===== src/rtl/core/osseq_pkg.sv =====
`timescale 1ns / 1ps
// ----------------------------------------------------------------------------
// osseq_pkg: shared types and constants of the stepper sequencer
// Command codes, register indexes, reset values and the item structs.
// ----------------------------------------------------------------------------
package osseq_pkg;

  localparam int unsigned StepW   = 8;
  localparam int unsigned CprW    = 24;
  localparam int unsigned RevW    = 16;
  localparam int unsigned CycleW  = 32;
  localparam int unsigned TargetW = CprW;
  localparam int unsigned CfgIdxW = 2;
  localparam int unsigned CfgDataW = CprW;

  localparam logic [StepW-1:0] FwdStepsRst = 8'd100;
  localparam logic [StepW-1:0] BwdStepsRst = 8'd90;
  localparam logic             StartDirRst = 1'b1;
  localparam logic [CprW-1:0]  CprRst      = 24'd163840;

  typedef enum logic [1:0] {
    MODE_TICK   = 2'd0,
    MODE_RUN    = 2'd1,
    MODE_RESUME = 2'd2,
    MODE_STOP   = 2'd3
  } osseq_mode_e;

  typedef enum logic [CfgIdxW-1:0] {
    REG_FWD_STEPS = 2'd0,
    REG_BWD_STEPS = 2'd1,
    REG_START_DIR = 2'd2,
    REG_CPR       = 2'd3
  } osseq_reg_e;

  typedef struct packed {
    osseq_mode_e           mode;
    logic [RevW-1:0]       revolutions_q8;
  } osseq_cmd_t;

  typedef struct packed {
    logic step_level;
    logic direction_level;
    logic driver_enable;
    logic indicator_on;
    logic running;
    logic finished;
  } osseq_res_t;

endpackage


===== src/rtl/core/osseq_if.sv =====
`timescale 1ns / 1ps
// ----------------------------------------------------------------------------
// osseq_if: channel interfaces of the stepper sequencer
// Command, result and configuration channels with valid/ready handshake.
// ----------------------------------------------------------------------------
interface osseq_cmd_if import osseq_pkg::*; ();
  logic            valid;
  logic            ready;
  logic [1:0]      mode;
  logic [RevW-1:0] revolutions_q8;

  modport source (output valid, mode, revolutions_q8, input ready);
  modport sink   (input valid, mode, revolutions_q8, output ready);
endinterface

interface osseq_res_if;
  logic valid;
  logic ready;
  logic step_level;
  logic direction_level;
  logic driver_enable;
  logic indicator_on;
  logic running;
  logic finished;

  modport source (output valid, step_level, direction_level, driver_enable,
                  indicator_on, running, finished, input ready);
  modport sink   (input valid, step_level, direction_level, driver_enable,
                  indicator_on, running, finished, output ready);
endinterface

interface osseq_cfg_if import osseq_pkg::*; ();
  logic                valid;
  logic                ready;
  logic [CfgIdxW-1:0]  index;
  logic [CfgDataW-1:0] data;

  modport source (output valid, index, data, input ready);
  modport sink   (input valid, index, data, output ready);
endinterface


===== src/rtl/core/oscillating_stepper_sequencer_top.sv =====
`timescale 1ns / 1ps
// ----------------------------------------------------------------------------
// oscillating_stepper_sequencer_top: step-pulse sequencer for a stepper driver
// Takes tick/run/resume/stop commands and returns the step, direction and
// enable line levels after each command.
// ----------------------------------------------------------------------------
// One command item is taken per clock cycle while the result channel does not
// stall, and each gives exactly one result item, passing through the input
// register and then the result register. The rate is set by the state update
// of the core: the step toggle, the leg and cycle counters and the target
// compare are all combinational, and the 24x16 target multiply on a run command
// feeds the target register directly. Configuration writes are accepted in
// every cycle and must only be issued while no command is in flight.
module oscillating_stepper_sequencer_top import osseq_pkg::*; (
  input  logic         clk_i,
  input  logic         rst_ni,
  osseq_cmd_if.sink    cmd_i,
  osseq_res_if.source  res_o,
  osseq_cfg_if.sink    cfg_i
);

  osseq_cmd_t cmd_in, cmd_held;
  osseq_res_t res;
  logic       held_valid;
  logic       take;

  assign cmd_in.mode           = osseq_mode_e'(cmd_i.mode);
  assign cmd_in.revolutions_q8 = cmd_i.revolutions_q8;
  assign cfg_i.ready           = 1'b1;

  osseq_in_stage u_in_stage (
    .clk_i   (clk_i),
    .rst_ni  (rst_ni),
    .valid_i (cmd_i.valid),
    .ready_o (cmd_i.ready),
    .cmd_i   (cmd_in),
    .take_i  (take),
    .valid_o (held_valid),
    .cmd_o   (cmd_held)
  );

  osseq_core u_core (
    .clk_i       (clk_i),
    .rst_ni      (rst_ni),
    .cfg_valid_i (cfg_i.valid),
    .cfg_index_i (cfg_i.index),
    .cfg_data_i  (cfg_i.data),
    .in_valid_i  (held_valid),
    .cmd_i       (cmd_held),
    .take_o      (take),
    .res_valid_o (res_o.valid),
    .res_ready_i (res_o.ready),
    .res_o       (res)
  );

  assign res_o.step_level      = res.step_level;
  assign res_o.direction_level = res.direction_level;
  assign res_o.driver_enable   = res.driver_enable;
  assign res_o.indicator_on    = res.indicator_on;
  assign res_o.running         = res.running;
  assign res_o.finished        = res.finished;

endmodule


===== src/rtl/core/osseq_in_stage.sv =====
`timescale 1ns / 1ps
// ----------------------------------------------------------------------------
// osseq_in_stage: command input register
// Captures one command item and holds it until the core takes it.
// ----------------------------------------------------------------------------
module osseq_in_stage import osseq_pkg::*; (
  input  logic       clk_i,
  input  logic       rst_ni,
  input  logic       valid_i,
  output logic       ready_o,
  input  osseq_cmd_t cmd_i,
  input  logic       take_i,
  output logic       valid_o,
  output osseq_cmd_t cmd_o
);

  logic       valid_q, valid_d;
  osseq_cmd_t cmd_q;

  // accept a new item when empty or whenever the held one leaves in the same cycle
  assign ready_o = !valid_q || take_i;
  assign valid_d = ready_o ? valid_i : valid_q;

  always_ff @(posedge clk_i or negedge rst_ni) begin
    if (!rst_ni) begin
      valid_q <= 1'b0;
    end else begin
      valid_q <= valid_d;
    end
  end

  always_ff @(posedge clk_i) begin
    if (ready_o && valid_i) begin
      cmd_q <= cmd_i;
    end
  end

  assign valid_o = valid_q;
  assign cmd_o   = cmd_q;

endmodule


===== src/rtl/core/osseq_core.sv =====
`timescale 1ns / 1ps
// ----------------------------------------------------------------------------
// osseq_core: sequencer state, configuration registers and result register
// Applies one command per cycle, while the result register is not stalled, to
// the step/direction state and registers the resulting line levels.
// ----------------------------------------------------------------------------
module osseq_core import osseq_pkg::*; (
  input  logic                clk_i,
  input  logic                rst_ni,
  input  logic                cfg_valid_i,
  input  logic [CfgIdxW-1:0]  cfg_index_i,
  input  logic [CfgDataW-1:0] cfg_data_i,
  input  logic                in_valid_i,
  input  osseq_cmd_t          cmd_i,
  output logic                take_o,
  output logic                res_valid_o,
  input  logic                res_ready_i,
  output osseq_res_t          res_o
);

  logic [StepW-1:0]   fwd_steps_q;
  logic [StepW-1:0]   bwd_steps_q;
  logic               start_dir_q;
  logic [CprW-1:0]    cpr_q;

  logic               step_line_q, step_line_d;
  logic               dir_line_q, dir_line_d;
  logic               phase_cw_q, phase_cw_d;
  logic [StepW-1:0]   step_cnt_q, step_cnt_d;
  logic [CycleW-1:0]  cycle_cnt_q, cycle_cnt_d;
  logic [TargetW-1:0] target_q, target_d;
  logic               run_q, run_d;
  logic               done;
  logic               res_valid_q, res_valid_d;
  osseq_res_t         res_q, res_d;
  logic [CprW+RevW-1:0] product;

  assign take_o      = in_valid_i && (!res_valid_q || res_ready_i);
  assign res_valid_d = take_o ? 1'b1 : (res_valid_q && !res_ready_i);
  assign product     = {{RevW{1'b0}}, cpr_q} * {{CprW{1'b0}}, cmd_i.revolutions_q8};

  always_ff @(posedge clk_i or negedge rst_ni) begin
    if (!rst_ni) begin
      fwd_steps_q <= FwdStepsRst;
      bwd_steps_q <= BwdStepsRst;
      start_dir_q <= StartDirRst;
      cpr_q       <= CprRst;
    end else if (cfg_valid_i) begin
      case (osseq_reg_e'(cfg_index_i))
        REG_FWD_STEPS: fwd_steps_q <= cfg_data_i[StepW-1:0];
        REG_BWD_STEPS: bwd_steps_q <= cfg_data_i[StepW-1:0];
        REG_START_DIR: start_dir_q <= cfg_data_i[0];
        REG_CPR:       cpr_q       <= cfg_data_i[CprW-1:0];
        default: ;
      endcase
    end
  end

  always_comb begin
    step_line_d = step_line_q;
    dir_line_d  = dir_line_q;
    phase_cw_d  = phase_cw_q;
    step_cnt_d  = step_cnt_q;
    cycle_cnt_d = cycle_cnt_q;
    target_d    = target_q;
    run_d       = run_q;
    done        = 1'b0;
    case (cmd_i.mode)
      MODE_TICK: begin
        if (run_q) begin
          step_line_d = !step_line_q;
          if (step_line_d) begin
            step_cnt_d = step_cnt_q + StepW'(1);
            // end of the forward leg
            if (phase_cw_d && step_cnt_d >= fwd_steps_q) begin
              dir_line_d = !dir_line_d;
              step_cnt_d = '0;
              phase_cw_d = 1'b0;
            end
            // end of the backward leg closes one cycle
            if (!phase_cw_d && step_cnt_d >= bwd_steps_q) begin
              dir_line_d  = !dir_line_d;
              step_cnt_d  = '0;
              phase_cw_d  = 1'b1;
              cycle_cnt_d = cycle_cnt_q + CycleW'(1);
              if (cycle_cnt_d >= {{(CycleW-TargetW){1'b0}}, target_q}) begin
                cycle_cnt_d = '0;
                phase_cw_d  = start_dir_q;
                run_d       = 1'b0;
                done        = 1'b1;
              end
            end
          end
        end
      end
      MODE_RUN: begin
        target_d = product[CprW+RevW-1:RevW];
        run_d    = 1'b1;
      end
      MODE_RESUME: run_d = 1'b1;
      MODE_STOP:   run_d = 1'b0;
      default: ;
    endcase
    res_d.step_level      = step_line_d;
    res_d.direction_level = dir_line_d;
    res_d.driver_enable   = run_d;
    res_d.indicator_on    = run_d;
    res_d.running         = run_d;
    res_d.finished        = done;
  end

  always_ff @(posedge clk_i or negedge rst_ni) begin
    if (!rst_ni) begin
      step_line_q <= 1'b0;
      dir_line_q  <= 1'b1;
      phase_cw_q  <= StartDirRst;
      step_cnt_q  <= '0;
      cycle_cnt_q <= '0;
      target_q    <= '0;
      run_q       <= 1'b0;
      res_valid_q <= 1'b0;
    end else begin
      res_valid_q <= res_valid_d;
      if (take_o) begin
        step_line_q <= step_line_d;
        dir_line_q  <= dir_line_d;
        phase_cw_q  <= phase_cw_d;
        step_cnt_q  <= step_cnt_d;
        cycle_cnt_q <= cycle_cnt_d;
        target_q    <= target_d;
        run_q       <= run_d;
      end
    end
  end

  always_ff @(posedge clk_i) begin
    if (take_o) begin
      res_q <= res_d;
    end
  end

  assign res_valid_o = res_valid_q;
  assign res_o       = res_q;

endmodule


===== src/flat_wrapper.sv =====
// flat-port wrapper written by rule: the top's interface ports become plain ports
module oscillating_stepper_sequencer_top_flat import osseq_pkg::*;
  (clk_i, rst_ni, cmd_i_valid, cmd_i_mode, cmd_i_revolutions_q8, cmd_i_ready, res_o_valid, res_o_step_level, res_o_direction_level, res_o_driver_enable, res_o_indicator_on, res_o_running, res_o_finished, res_o_ready, cfg_i_valid, cfg_i_index, cfg_i_data, cfg_i_ready);
  osseq_cmd_if cmd_i_i ();
  osseq_res_if res_o_i ();
  osseq_cfg_if cfg_i_i ();
  input  logic clk_i;
  input  logic rst_ni;
  input wire logic [$bits(cmd_i_i.valid)-1:0] cmd_i_valid;
  input wire logic [$bits(cmd_i_i.mode)-1:0] cmd_i_mode;
  input wire logic [$bits(cmd_i_i.revolutions_q8)-1:0] cmd_i_revolutions_q8;
  output wire logic [$bits(cmd_i_i.ready)-1:0] cmd_i_ready;
  output wire logic [$bits(res_o_i.valid)-1:0] res_o_valid;
  output wire logic [$bits(res_o_i.step_level)-1:0] res_o_step_level;
  output wire logic [$bits(res_o_i.direction_level)-1:0] res_o_direction_level;
  output wire logic [$bits(res_o_i.driver_enable)-1:0] res_o_driver_enable;
  output wire logic [$bits(res_o_i.indicator_on)-1:0] res_o_indicator_on;
  output wire logic [$bits(res_o_i.running)-1:0] res_o_running;
  output wire logic [$bits(res_o_i.finished)-1:0] res_o_finished;
  input wire logic [$bits(res_o_i.ready)-1:0] res_o_ready;
  input wire logic [$bits(cfg_i_i.valid)-1:0] cfg_i_valid;
  input wire logic [$bits(cfg_i_i.index)-1:0] cfg_i_index;
  input wire logic [$bits(cfg_i_i.data)-1:0] cfg_i_data;
  output wire logic [$bits(cfg_i_i.ready)-1:0] cfg_i_ready;
  assign cmd_i_i.valid = cmd_i_valid;
  assign cmd_i_i.mode = cmd_i_mode;
  assign cmd_i_i.revolutions_q8 = cmd_i_revolutions_q8;
  assign cmd_i_ready = cmd_i_i.ready;
  assign res_o_valid = res_o_i.valid;
  assign res_o_step_level = res_o_i.step_level;
  assign res_o_direction_level = res_o_i.direction_level;
  assign res_o_driver_enable = res_o_i.driver_enable;
  assign res_o_indicator_on = res_o_i.indicator_on;
  assign res_o_running = res_o_i.running;
  assign res_o_finished = res_o_i.finished;
  assign res_o_i.ready = res_o_ready;
  assign cfg_i_i.valid = cfg_i_valid;
  assign cfg_i_i.index = cfg_i_index;
  assign cfg_i_i.data = cfg_i_data;
  assign cfg_i_ready = cfg_i_i.ready;
  oscillating_stepper_sequencer_top u_core (.clk_i(clk_i), .rst_ni(rst_ni), .cmd_i(cmd_i_i), .res_o(res_o_i), .cfg_i(cfg_i_i));
endmodule

===== config.mk =====
export PLATFORM = sky130hd
export DESIGN_NAME = oscillating_stepper_sequencer_top_flat
export DESIGN_NICKNAME = d
export VERILOG_FILES = /design/src/rtl/core/osseq_pkg.sv /design/src/rtl/core/osseq_if.sv /design/src/rtl/core/oscillating_stepper_sequencer_top.sv /design/src/rtl/core/osseq_in_stage.sv /design/src/rtl/core/osseq_core.sv /design/src/flat_wrapper.sv
export SDC_FILE = /design/constraint.sdc
export NUM_CORES = 1
export LEC_CHECK = 0
export BUFFER_PORTS_ARGS = -buffer_cell sky130_fd_sc_hd__buf_4
export CAP_MARGIN = 30
export CORE_MARGIN = 3
export CORE_UTILIZATION = 53
export CTS_CLUSTER_DIAMETER = 150
export DETAILED_ROUTE_END_ITERATION = 16
export PLACE_DENSITY = 0.74
export SLEW_MARGIN = 25
export SYNTH_ARGS = -nofsm -noshare
export SYNTH_HDL_FRONTEND = slang
export SYNTH_SLANG_ARGS = --single-unit

===== constraint.sdc =====
create_clock -name clk_i -period 9.7 [get_ports clk_i]
set_clock_uncertainty 0.2 [all_clocks]
set_input_delay 1.94 -clock clk_i [delete_from_list [all_inputs] [get_ports clk_i]]
set_output_delay 1.94 -clock clk_i [all_outputs]
set_load 0.005 [all_outputs]

; Yosys cells after proc, flatten, opt, wreduce, memory -nomap -nowiden
; Cells that the tools add are included.
[totals]
out_inout_bits = 9
register_bits = 133
elab_cells = 89
[op_classes]
n_reduce_logical = 25
multipliers = 1
eq_ne = 6
order_cmp = 3
bitwise = 4
addsub = 2
mux = 29
[op_table]
columns = operator, n
row1 = $mul 24x16->40, 1
row2 = $mux 8, 5
row3 = $add 32x1->32 const B, 1
row4 = $ge 32x24->1, 1
row5 = $mux 32, 1
row6 = $mux 1, 22
row7 = $ge 8x8->1, 2
row8 = $reduce_and 2->1, 5
row9 = $add 8x1->8 const B, 1
row10 = $eq 2x2->1 const B, 4
row11 = $logic_not 1->1, 7
row12 = $logic_and 1x1->1, 5
row13 = $reduce_and 5->1, 1
row14 = $eq 2x1->1 const B, 2
row15 = $logic_not 2->1, 2
row16 = $not 1->1, 4
row17 = $reduce_and 4->1, 1
row18 = $reduce_or 4->1, 1
row19 = $pmux 1 s3, 1
row20 = $logic_or 1x1->1, 2
row21 = $reduce_or 2->1, 1

; Longest topological paths before layout
[logic_depth]
word_depth = 13
mapped_depth = 24
depth_no_buf = 22

; By module
; Synthesis repeated with hierarchy kept, for this count alone.
[unflattened]
hier_cells = 2031
hier_area_um2 = 18773.0
[modules_own_cells]
columns = module, cells_each, area_each_um2, seq_area_each_um2, instances
row1 = osseq_core, 2007, 18167.4, 2887.8, 1
row2 = osseq_in_stage, 22, 594.3, 565.5, 1
row3 = oscillating_stepper_sequencer_top, 2, 11.3, 0.0, 1

; Least setup slack after synthesis
; OpenSTA, ideal clock, no wires.
[synth_path]
path_type = reg2reg
from = register u_core.u_core.cpr_q[21]
to = register u_core.u_core.target_q[15]
period_less_slack_ps = 6776
arrival_ps = 6444
required_ps = 9369
n_path_buf = 3
path_stages_with_launch = 25
setup_slack_ps = 2924
path_cell_list = dfrtp_1 -> clkbuf_1 -> clkbuf_1 -> nand2_1 -> fa_1 -> inv_1 -> fa_1 -> inv_1 -> fa_1 -> inv_1 -> fa_1 -> fa_1 -> inv_1 -> fa_1 -> inv_1 -> ha_1 -> clkbuf_1 -> a21o_1 -> a31oi_1 -> nor4b_1 -> a22oi_1 -> a2111oi_0 -> o31ai_1 -> xnor2_1 -> o21ai_1
[synth_via]
elab_chain_len = 1
[synth_rtl]
columns = item, line
row1 = start: declaration, osseq_core.sv:24  ; logic [CprW-1:0] cpr_q;
row2 = start signal: assignment, osseq_core.sv:47  ; cpr_q <= CprRst;
row3 = start signal: assignment, osseq_core.sv:53  ; REG_CPR: cpr_q <= cfg_data_i[CprW-1:0];
row4 = $mul 24x16->40, osseq_core.sv:40  ; assign product = {{RevW{1'b0}}, cpr_q} * {{CprW{1'b0}}, cmd_i.revolutions_q8};
row5 = end signal: assignment, osseq_core.sv:130  ; target_q <= target_d;
row6 = end: declaration, osseq_core.sv:31  ; logic [TargetW-1:0] target_q, target_d;
; Every way passes these cells.
; A chain may end at the register's enable or synchronous reset.

; Worst setup path after layout
[layout_path]
from = register u_core.u_core.cpr_q[5]
to = register u_core.u_core.target_q[15]
; Same word-level chain as after synthesis.

==> summary.md <==
| Metric | Value |
|---|---|
| Layout cell share with drive strength beyond 1 | about 7.9% |
| Core area | between 30,000 and 40,000 µm² |
| # DRC | 0 |
| Final Core Density | about three fifths |
| FF+latch count, synth | roughly 130 |
| CTS tree | yes |
| Sum Neg Setup Slack | 0 ns |
| Port bufs | 56 |
| Max H-tree Level | 4 |
| Inserted Clock Buffers | 17 |
| Largest net degree at the start of global routing | 75 |
| # fillers | roughly 3,000 |
| Initial antenna violation count | 1 |
| First-pass GRT wire length | between 70 and 80 mm |
| Starting Density | 54.3% |
| Crit share post-route | 76.9% |
| CTS Sinks | 133 |
| EDFF count, synth | 22 |
| Main synth FF type | dfrtp_1 |
| Max Slew Vio Count | 0 |
| Tmin final | between 7 and 8 ns |
| Die ar. | approximately 38,000 µm² |
| I/O pin count | 58 |
| Final net count | approximately 2,600 |
| CTS Buffer Depth | 2 |
| Avg Cell Area, Syn | a little over 9 µm² |
| Crit end category | flip-flop |
| Arrival time at the worst endpoint | about 7.6 ns |
| Hold-fix buffers, CTS | 0 |
| CP required | 9.80 ns |
| Worst-Margin Slew | just over 1 ns |
| Vias per Instance | about 5.5 |
| Total track usage | about 26% |
| Status | complete, no violations |
| Yosys warnings | 0 |
| Routed Antenna Nets | 0 |
| Worst-path clk slew | about 0.06 ns |
| Yosys cell types | between 60 and 70 |
| Post-Syn Area | approximately 19,000 µm² |
| Syn Inst Count | ~2,100 |
| Routed wire per std cell | 18.2 µm |
| GRT overflow | 0 |
| CP dominant cell by count | fa_1 |
| Fin. Hold Viols | 0 |
| Syn-to-layout area delta | 8.16% |
| Worst-skew pair later-pin latency | about 0.44 ns |
| Num rows | 68 |
| Synth async-reset ratio | between 80% and 90% |
| CP max stage cell | a2111oi_1 |
| Post-CTS setup buffer count | 0 |
| GP Congestion | between 0.9 and 1 |
| Normalized max-slew margin | 32.3% |
| DP HPWL | between 30 and 40 mm |
| Net Count, Synth | ~2,600 |
| Slowest stage delay, CP | 0.90 ns |
| Hold crit path type | reg -> reg |
| Die H | 195 µm |
| Die Wd | approximately 190 µm |
| Type of the worst setup path | reg -> reg |
| Seq/Total Area, Yosys | 18.3% |
| Vias | about 14,000 |
| Setup crit start kind | flip-flop |
| CP bufs+invs | 4 |
| Clock root buffer | clkbuf_16 |
| Final WL | roughly 46 mm |
| Final setup viols | 0 |
| RSZ-0062 raised after global routing | no |
| Crit path max-delay family | adder cells |
| Resized Gates After CTS | 0 |
| Crit path cell chain | and2_1 -> fa_1 -> inv_1 -> fa_1 -> fa_1 -> fa_1 -> inv_1 -> fa_1 -> inv_1 -> fa_1 -> inv_1 -> ha_1 -> a21oi_1 -> o21ai_0 -> nor4b_1 -> a22oi_1 -> a2111oi_1 -> o31ai_1 -> xnor2_1 -> o21ai_1 |
| Via count of the first global-routing pass | around 15,000 |
| Initial DRT Pass Iterations | 7 |
| Max cap viols | 0 |
| Max Freq | 134 MHz |
| Initial drt markers | between 900 and 1,000 |
| Peak fanout along the critical path | 20 |
==> cells in the final DEF (no fill, tap or decap), types with 27 or more instances in the layout <==
cell type	instances
mux2_2	37
o21ai_0	64
nand3_1	32
a21oi_1	43
inv_1	417
nor2_1	40
dfrtp_1	99
fa_1	305
xnor2_1	31
and2_1	168
buf_4	65
nand2b_1	27
nand2_1	313
ha_1	155
==> synthesized netlist by cell type, types with 32 or more instances <==
library cell | number | area, µm²
a21oi_1 | 43 | 215
and2_1 | 168 | 1050
clkbuf_1 | 82 | 308
dfrtp_1 | 99 | 2480
fa_1 | 305 | 6110
ha_1 | 155 | 1940
inv_1 | 417 | 1570
mux2_2 | 37 | 417
nand2_1 | 313 | 1170
nand3_1 | 32 | 160
nor2_1 | 40 | 150
o21ai_0 | 64 | 320
==> final timing paths <==
path | from | to | slack (ns) | depth (start not counted)
hold reg to reg | u_core.u_core.target_q[14]$_DFFE_PN0P_ | u_core.u_core.target_q[14]$_DFFE_PN0P_ | 0.28 | 2
max in group asynchronous | rst_ni | u_core.u_core.cpr_q[10]$_DFFE_PN0P_ | 6.96 | 2
setup reg to reg | u_core.u_core.cpr_q[5]$_DFFE_PN0P_ | u_core.u_core.target_q[15]$_DFFE_PN0P_ | 2.24 | 20
min in group asynchronous | rst_ni | u_core.u_core.step_cnt_q[7]$_DFFE_PN0P_ | 1.28 | 1
hold / removal | u_core.u_core.target_q[14]$_DFFE_PN0P_ | u_core.u_core.target_q[14]$_DFFE_PN0P_ | 0.28 | 2
setup / recovery | u_core.u_core.cpr_q[5]$_DFFE_PN0P_ | u_core.u_core.target_q[15]$_DFFE_PN0P_ | 2.24 | 20
==> flip-flops by register name, indices dropped and copies added, names as in the netlist <==
signal and cells:
u_core.u_core.bwd_steps_q 8, u_core.u_core.res_valid_o 1, u_core.u_core.res_o 4, u_core.u_core.cpr_q 24
u_core.u_core.fwd_steps_q 8, u_core.u_core.phase_cw_q 1, u_core.u_core.step_cnt_q 8, u_core.u_in_stage.valid_o 1
u_core.u_core.start_dir_q 1, u_core.u_core.target_q 24, u_core.u_core.step_line_q 1, u_core.u_core.run_q 1
u_core.u_core.cycle_cnt_q 32, u_core.u_core.dir_line_q 1, u_core.u_in_stage.cmd_o 18
==> layer usage <==
layer / share of wire, % / vias to the layer above / track usage [%]
met5: 0.041 / - / 0
met4: 3.1 / 2 / 9.03
met3: 8.6 / 115 / 5.06
met2: 48 / 516 / 42.5
met1: 40 / 7082 / 33.5
li1: - / 6388 / -
==> layout make-up <==
cell class                 instances  area [µm²]  area share, %
sequential                       133        3450           16.9
tap                              455         569           2.79
inverter                         417        1570           7.66
antenna                            3        7.51         0.0368
timing repair buffer              77         663           3.25
clock inverter                     8         133          0.649
multi-input combinational       1425       13500           66.2
clock buffer                      24         513           2.51
==> cells by family after synthesis <==
group | count (synthesis) | share of synthesized area (%)
and+or+nand+nor | 660 | 17.1
buffers and inverters | 504 | 10.1
other | 1 | 0.0199
DFF | 133 | 18.3
adders and majority gates | 460 | 42.6
muxes | 39 | 2.31
AOI/OAI and AO/OA | 214 | 7.20
xor gates and xnor gates | 51 | 2.37
==> worst register-to-register path, cell delays in order, from the launching register on <==
cell       delay [ns]
dfrtp_1          0.74
and2_1           0.39
fa_1             0.53
inv_1            0.05
fa_1             0.56
fa_1             0.45
fa_1             0.51
inv_1            0.06
fa_1             0.54
inv_1            0.07
fa_1             0.54
inv_1            0.04
ha_1             0.33
a21oi_1          0.17
o21ai_0          0.21
nor4b_1          0.33
a22oi_1          0.23
a2111oi_1        0.90
o31ai_1          0.22
xnor2_1          0.19
o21ai_1          0.07
==> metrics by stage <==
step           std cells  cell area, µm²  setup slack [ns]  hold slack (ns)
2_1_floorplan       2062           18900              2.92            0.249
6_report            2542           20400              2.24            0.283
3_3_place_gp        2496           19600              2.10            0.270
5_1_grt             2539           20400              1.83            0.325
3_5_place_dp        2498           19600              2.24            0.274
4_1_cts             2530           20300              2.23            0.288
Power is not shown: default switching activity piles up to over one toggle a cycle in this logic, so the estimate is an artifact.
